### config.mk
export PLATFORM = sky130hd
export DESIGN_NAME = lru_replacement_tracker
export DESIGN_NICKNAME = d
export VERILOG_FILES = /design/src/hw/rtl/lru_pkg.sv /design/src/hw/rtl/lru_cell.sv /design/src/hw/rtl/lru_replacement_tracker.sv
export SDC_FILE = /design/constraint.sdc
export NUM_CORES = 1
export LEC_CHECK = 0
export BUFFER_PORTS_ARGS = -buffer_cell sky130_fd_sc_hd__buf_4
export CAP_MARGIN = 10
export CORE_ASPECT_RATIO = 0.6
export CORE_MARGIN = 8
export CORE_UTILIZATION = 45
export DETAILED_ROUTE_END_ITERATION = 7
export PLACE_DENSITY_LB_ADDON = 0.25
export SYNTH_ARGS = -nofsm -noshare
export SYNTH_HDL_FRONTEND = slang
export SYNTH_HIERARCHICAL = 1
export SYNTH_SLANG_ARGS = --single-unit
### constraint.sdc
create_clock -name clk_i -period 6.3 [get_ports clk_i]
set_input_delay 0.63 -clock clk_i [delete_from_list [all_inputs] [get_ports clk_i]]
set_output_delay 0.63 -clock clk_i [all_outputs]
set_load 0.005 [all_outputs]
### src/hw/rtl/lru_pkg.sv
// types and constants of the lru replacement tracker
package lru_pkg;

  localparam int ENTRIES_DEF  = 16;
  localparam int KEY_BITS_DEF = 16;
  localparam int KEY_W        = 16;
  localparam int CNT_W        = 5;

  typedef enum logic [1:0] {
    OP_INSERT = 2'd0,
    OP_VICTIM = 2'd1,
    OP_ERASE  = 2'd2
  } lru_op_e;

  typedef enum logic [1:0] {
    ST_DONE = 2'd0,
    ST_MISS = 2'd1,
    ST_FULL = 2'd2
  } lru_status_e;

  typedef struct packed {
    lru_op_e           op;
    logic [KEY_W-1:0]  key;
  } lru_req_t;

  typedef struct packed {
    lru_status_e       status;
    logic [KEY_W-1:0]  victim_key;
    logic [CNT_W-1:0]  entry_count;
  } lru_res_t;

  typedef struct packed {
    logic seek;
    logic load;
  } lru_cell_ctrl_t;

endpackage

### src/hw/rtl/lru_cell.sv
// one recency slot: holds a key, matches it and shifts down from its upper neighbor
module lru_cell #(
  parameter int KEY_BITS = lru_pkg::KEY_BITS_DEF
) (
  input  logic                   clk_i,
  input  logic                   rst_ni,
  input  lru_pkg::lru_cell_ctrl_t ctrl_i,
  input  logic [KEY_BITS-1:0]    key_i,
  input  logic [KEY_BITS-1:0]    nxt_key_i,
  input  logic                   nxt_valid_i,
  input  logic                   shift_i,
  output logic                   shift_o,
  output logic                   hit_o,
  output logic [KEY_BITS-1:0]    key_o,
  output logic                   valid_o
);

  logic [KEY_BITS-1:0] key_q, key_d;
  logic                valid_q, valid_d;
  logic                hit;
  logic                shift_here;

  assign hit        = valid_q && (key_q == key_i);
  // once a gap opens below or here, every slot above pulls from its neighbor
  assign shift_here = shift_i | (ctrl_i.seek & hit);

  always_comb begin
    key_d   = key_q;
    valid_d = valid_q;
    if (ctrl_i.load) begin
      key_d   = key_i;
      valid_d = 1'b1;
    end else if (shift_here) begin
      key_d   = nxt_key_i;
      valid_d = nxt_valid_i;
    end
  end

  always_ff @(posedge clk_i or negedge rst_ni) begin
    if (!rst_ni) begin
      valid_q <= 1'b0;
    end else begin
      valid_q <= valid_d;
    end
  end

  always_ff @(posedge clk_i) begin
    key_q <= key_d;
  end

  assign shift_o = shift_here;
  assign hit_o   = hit;
  assign key_o   = key_q;
  assign valid_o = valid_q;

endmodule

### src/hw/rtl/lru_replacement_tracker.sv
// top level of the lru replacement tracker: row of recency cells and command decode
//
// Keeps up to ENTRIES distinct keys in recency order, slot 0 the least recent.
// Command channel: req_i (op, key) is taken at a rising edge with start_i high
// and busy_o low. busy_o stays low, so one command is taken every cycle.
// Ops: insert moves a held key to the most-recent end or appends a new one
// (rejected with full status when the set is full), victim removes and
// returns the least-recent key, erase removes a given key.
// Result channel: res_o (status, victim_key, entry_count) is shown for one
// cycle with done_o high, the cycle after the command is taken; throughput
// one command per cycle. All cells compare the key in parallel and
// the slots above a hit or the victim slot shift down by one in the same edge;
// the OR chain through the cells sets the cycle time.
// Reset clears every valid bit and the count at once; no clearing pass is
// needed, keys of empty slots are never used. The receiver cannot stall and
// must take each result in the cycle it is shown.
module lru_replacement_tracker #(
  parameter int ENTRIES  = lru_pkg::ENTRIES_DEF,
  parameter int KEY_BITS = lru_pkg::KEY_BITS_DEF
) (
  input  logic              clk_i,
  input  logic              rst_ni,
  input  logic              start_i,
  output logic              busy_o,
  input  lru_pkg::lru_req_t req_i,
  output logic              done_o,
  output lru_pkg::lru_res_t res_o
);

  localparam int CntW   = $clog2(ENTRIES + 1);
  localparam int KeyMin = (KEY_BITS < lru_pkg::KEY_W) ? KEY_BITS : lru_pkg::KEY_W;
  localparam int CntMin = (CntW < lru_pkg::CNT_W) ? CntW : lru_pkg::CNT_W;

  logic                    accept;
  logic [KEY_BITS-1:0]     k;
  logic [CntW-1:0]         cnt_q, cnt_d;
  logic [CntW-1:0]         tgt;
  logic                    seek, wr_go, victim_go;
  logic                    any_hit, full;
  lru_pkg::lru_status_e    status;
  logic [KEY_BITS-1:0]     vkey;

  logic [ENTRIES-1:0]      hit_vec;
  logic [ENTRIES:0]        shift_chain;
  logic [KEY_BITS-1:0]     key_arr   [ENTRIES+1];
  logic [ENTRIES:0]        valid_arr;
  lru_pkg::lru_cell_ctrl_t ctrl      [ENTRIES];

  lru_pkg::lru_res_t       res_d, res_q;
  logic                    done_q;

  assign busy_o = 1'b0;
  assign accept = start_i & ~busy_o;

  always_comb begin
    k = '0;
    for (int b = 0; b < KeyMin; b++) begin
      k[b] = req_i.key[b];
    end
  end

  assign any_hit = |hit_vec;
  assign full    = (cnt_q == CntW'(ENTRIES));

  always_comb begin
    seek      = 1'b0;
    wr_go     = 1'b0;
    victim_go = 1'b0;
    tgt       = cnt_q;
    cnt_d     = cnt_q;
    status    = lru_pkg::ST_MISS;
    vkey      = '0;
    if (accept) begin
      case (req_i.op)
        lru_pkg::OP_INSERT: begin
          seek = 1'b1;
          if (any_hit) begin
            // held key: slots above it shift down, key lands in the top slot
            wr_go  = 1'b1;
            tgt    = cnt_q - CntW'(1);
            status = lru_pkg::ST_DONE;
          end else if (full) begin
            status = lru_pkg::ST_FULL;
          end else begin
            wr_go  = 1'b1;
            cnt_d  = cnt_q + CntW'(1);
            status = lru_pkg::ST_DONE;
          end
        end
        lru_pkg::OP_VICTIM: begin
          if (cnt_q != '0) begin
            victim_go = 1'b1;
            vkey      = key_arr[0];
            cnt_d     = cnt_q - CntW'(1);
            status    = lru_pkg::ST_DONE;
          end
        end
        lru_pkg::OP_ERASE: begin
          seek = 1'b1;
          if (any_hit) begin
            cnt_d  = cnt_q - CntW'(1);
            status = lru_pkg::ST_DONE;
          end
        end
        default: begin
        end
      endcase
    end
  end

  // victim pulls the whole row down from slot 0
  assign shift_chain[0]    = victim_go;
  assign key_arr[ENTRIES]  = '0;
  assign valid_arr[ENTRIES] = 1'b0;

  for (genvar i = 0; i < ENTRIES; i++) begin : g_cell
    assign ctrl[i].seek = seek;
    assign ctrl[i].load = wr_go && (tgt == CntW'(i));

    lru_cell #(
      .KEY_BITS (KEY_BITS)
    ) u_cell (
      .clk_i       (clk_i),
      .rst_ni      (rst_ni),
      .ctrl_i      (ctrl[i]),
      .key_i       (k),
      .nxt_key_i   (key_arr[i+1]),
      .nxt_valid_i (valid_arr[i+1]),
      .shift_i     (shift_chain[i]),
      .shift_o     (shift_chain[i+1]),
      .hit_o       (hit_vec[i]),
      .key_o       (key_arr[i]),
      .valid_o     (valid_arr[i])
    );
  end

  always_comb begin
    res_d             = '0;
    res_d.status      = status;
    for (int b = 0; b < KeyMin; b++) begin
      res_d.victim_key[b] = vkey[b];
    end
    for (int b = 0; b < CntMin; b++) begin
      res_d.entry_count[b] = cnt_d[b];
    end
  end

  always_ff @(posedge clk_i or negedge rst_ni) begin
    if (!rst_ni) begin
      cnt_q  <= '0;
      done_q <= 1'b0;
    end else begin
      cnt_q  <= cnt_d;
      done_q <= accept;
    end
  end

  always_ff @(posedge clk_i) begin
    if (accept) begin
      res_q <= res_d;
    end
  end

  assign done_o = done_q;
  assign res_o  = res_q;

endmodule

==> impl_metrics.toml <==
[timing]
slew_viol_final = 0
finalCriticalPeriod_ns = 5.63
rsz0062_at_grt = "no"
fin_worst_skew_ns = 0.0104
worst_slew_pin_slew_ns = 1.00
setup_viol = 0
relSlewSlack_pct = 32.6
finalSetupTns_ns = 0
fin_crit_sh_pct = 89.3
hold_viol = 0
fmax_ghz = 0.178

[power_and_ir_drop]
power_mw = 5.53
peakVddDrop_mv = 0.213
p_leak_nw = 6.52
powerDensity_mw_per_mm2 = 288

[finish]
fin_nets = 1406
drive_above_1_share_pct = 34.3
diodes = 0
area_delta_synth_final_pct = 13.3
fillers = 3200

[critical_path]
critPathTopFamily = "compound AO/OA/AOI/OAI gates"
worstPathRequired_ns = 6.55
worstPathArrival_ns = 5.88
critPathMaxFanout = 14
cp_slowest_cell = "dfrtp_2"
start_kind = "register"
cpPeakStageDelay_ns = 0.51
cpMostUsedCell = "inv_1"
r2r-start = "cnt_q[0]"
critical_path_class = "reg -> reg"
worstSetupStartpoint = "cnt_q[0]"
critPathCaptureType = "register"
cp_num_buf_inv = 17

[floorplanning]
dieArea_mm2 = 0.0443
die_x_um = 266
core-area_mm2 = 0.0374
die_height_um = 166
initial_core_util_pct = 45.3
ioPinCount = 46
placementRows = 55

[clocking]
cts_buffers = 30
ctsRootBufferMaster = "clkbuf_16"
cts_tree = "yes"
ctsHtreeMaxLevel = 1
clock_latency_ns = 0.56
clkSinkCount = 301
post_cts_buffers = 0
clock_path_buffers = 3
clk_pin_slew_ns = 0.06

[detailed_routing]
ant_nets = 0
wirelength_mm = 41.6
drc = 0
wl_per_cell_um = 21.7
drt-pass1-iter-count = 5
drt_iter0_drc = 1069
vias = 10700
viasPerCell = 5.56

[global_route]
grt_start_max_net_pins = 33
grt_pass1_vias = 10600
track_usage_pct = 18.4
antenna_found_initial = 2
grt_pass1_wl_mm = 64.8
overflow = 0

[yosys]
ys_warn_count = 6
syn_area_mm2 = 0.0169
avgSynthCellArea_um2 = 13.2
syn_inst = 1281

[hold_path]
hold_start = "req_i[16]"
hp-class = "in -> reg"

[job]
drv_cap = 0

[place]
place_congestion = 0.847
hpwlAfterDp_mm = 29.7
numPortBuffers = 44

[run_status]
outcome = "complete, no violations"
## layout make-up
cell class                 instances  area (um2)  share of cell area (%)
sequential                       301        8930                    46.5
multi-input combinational        868        7610                    39.6
clock buffer                      45         888                    4.63
timing repair buffer              97         756                    3.94
tap                              513         642                    3.34
inverter                          85         319                    1.66
clock inverter                    11        51.3                   0.267
## layer usage
layer / vias up / track usage, % / routed length, um
met5: - / 0 / 0
met4: 0 / 3.65 / 694
met3: 56 / 4.51 / 2930
met2: 291 / 25.0 / 16600
met1: 5329 / 29.2 / 21400
li1: 5002 / - / -
## through the flow
step	util (%)	area [um2]	hold WS (ns)	cells	worst slack (ns)
3_3_place_gp	48.8	18200	0.559	1863	0.364
4_1_cts	51.4	19200	0.431	1920	0.618
6_report	51.4	19200	0.469	1920	0.674
3_5_place_dp	48.8	18200	0.558	1863	0.294
2_1_floorplan	-	17000	0.334	1299	0.969
5_1_grt	51.4	19200	0.453	1920	0.0685
## where the power goes
| part | total (mW) | switching [mW] | internal, mW |
|---|---|---|---|
| Sequential | 2.71 | 0.211 | 2.50 |
| Combinational | 1.09 | 0.587 | 0.500 |
| Clock | 1.73 | 0.762 | 0.969 |
## timing repair
action	CTS	global route
hold buffers	1	0
setup endpoints to repair	0	14
hold endpoints to repair	22	0
gates resized for setup	0	1
## worst paths after layout
check / endpoint / slack [ns] / cells after the start
setup / recovery: g_cell[15].u_cell/key_o[9] / 0.67 / 38
hold / removal: cnt_q[0] / 0.47 / 2
setup reg to reg: g_cell[15].u_cell/key_o[9] / 0.67 / 38
hold reg to reg: res_o[13] / 0.57 / 1
max in group asynchronous: cnt_q[0] / 5.45 / 2
min in group asynchronous: cnt_q[2] / 0.53 / 2
## sequential cells by signal, summed over array words and instances (netlist names)
| register | cells |
|---|---|
| g_cell.u_cell/key_o | 256 |
| res_o | 23 |
| g_cell.u_cell/valid_o | 16 |
| cnt_q | 5 |
| done_o | 1 |
## layout by cell type (no fill, tap or decap), types with 15 or more instances in the layout
cell	instances
inv_1	84
or3_1	17
nor4_1	18
o21ai_0	20
conb_1	19
and2_1	18
nor3_1	21
mux2_2	273
a222oi_1	16
clkbuf_16	31
o32a_1	16
o22ai_2	16
buf_4	94
o31ai_1	15
nor2_1	55
nand2_1	22
edfxtp_1	279
nand4_1	20
o31ai_2	15
or4_4	16
xnor2_1	99
dfrtp_1	21
xor2_1	113
nand3_1	20
(Power assumes the default switching activity.)
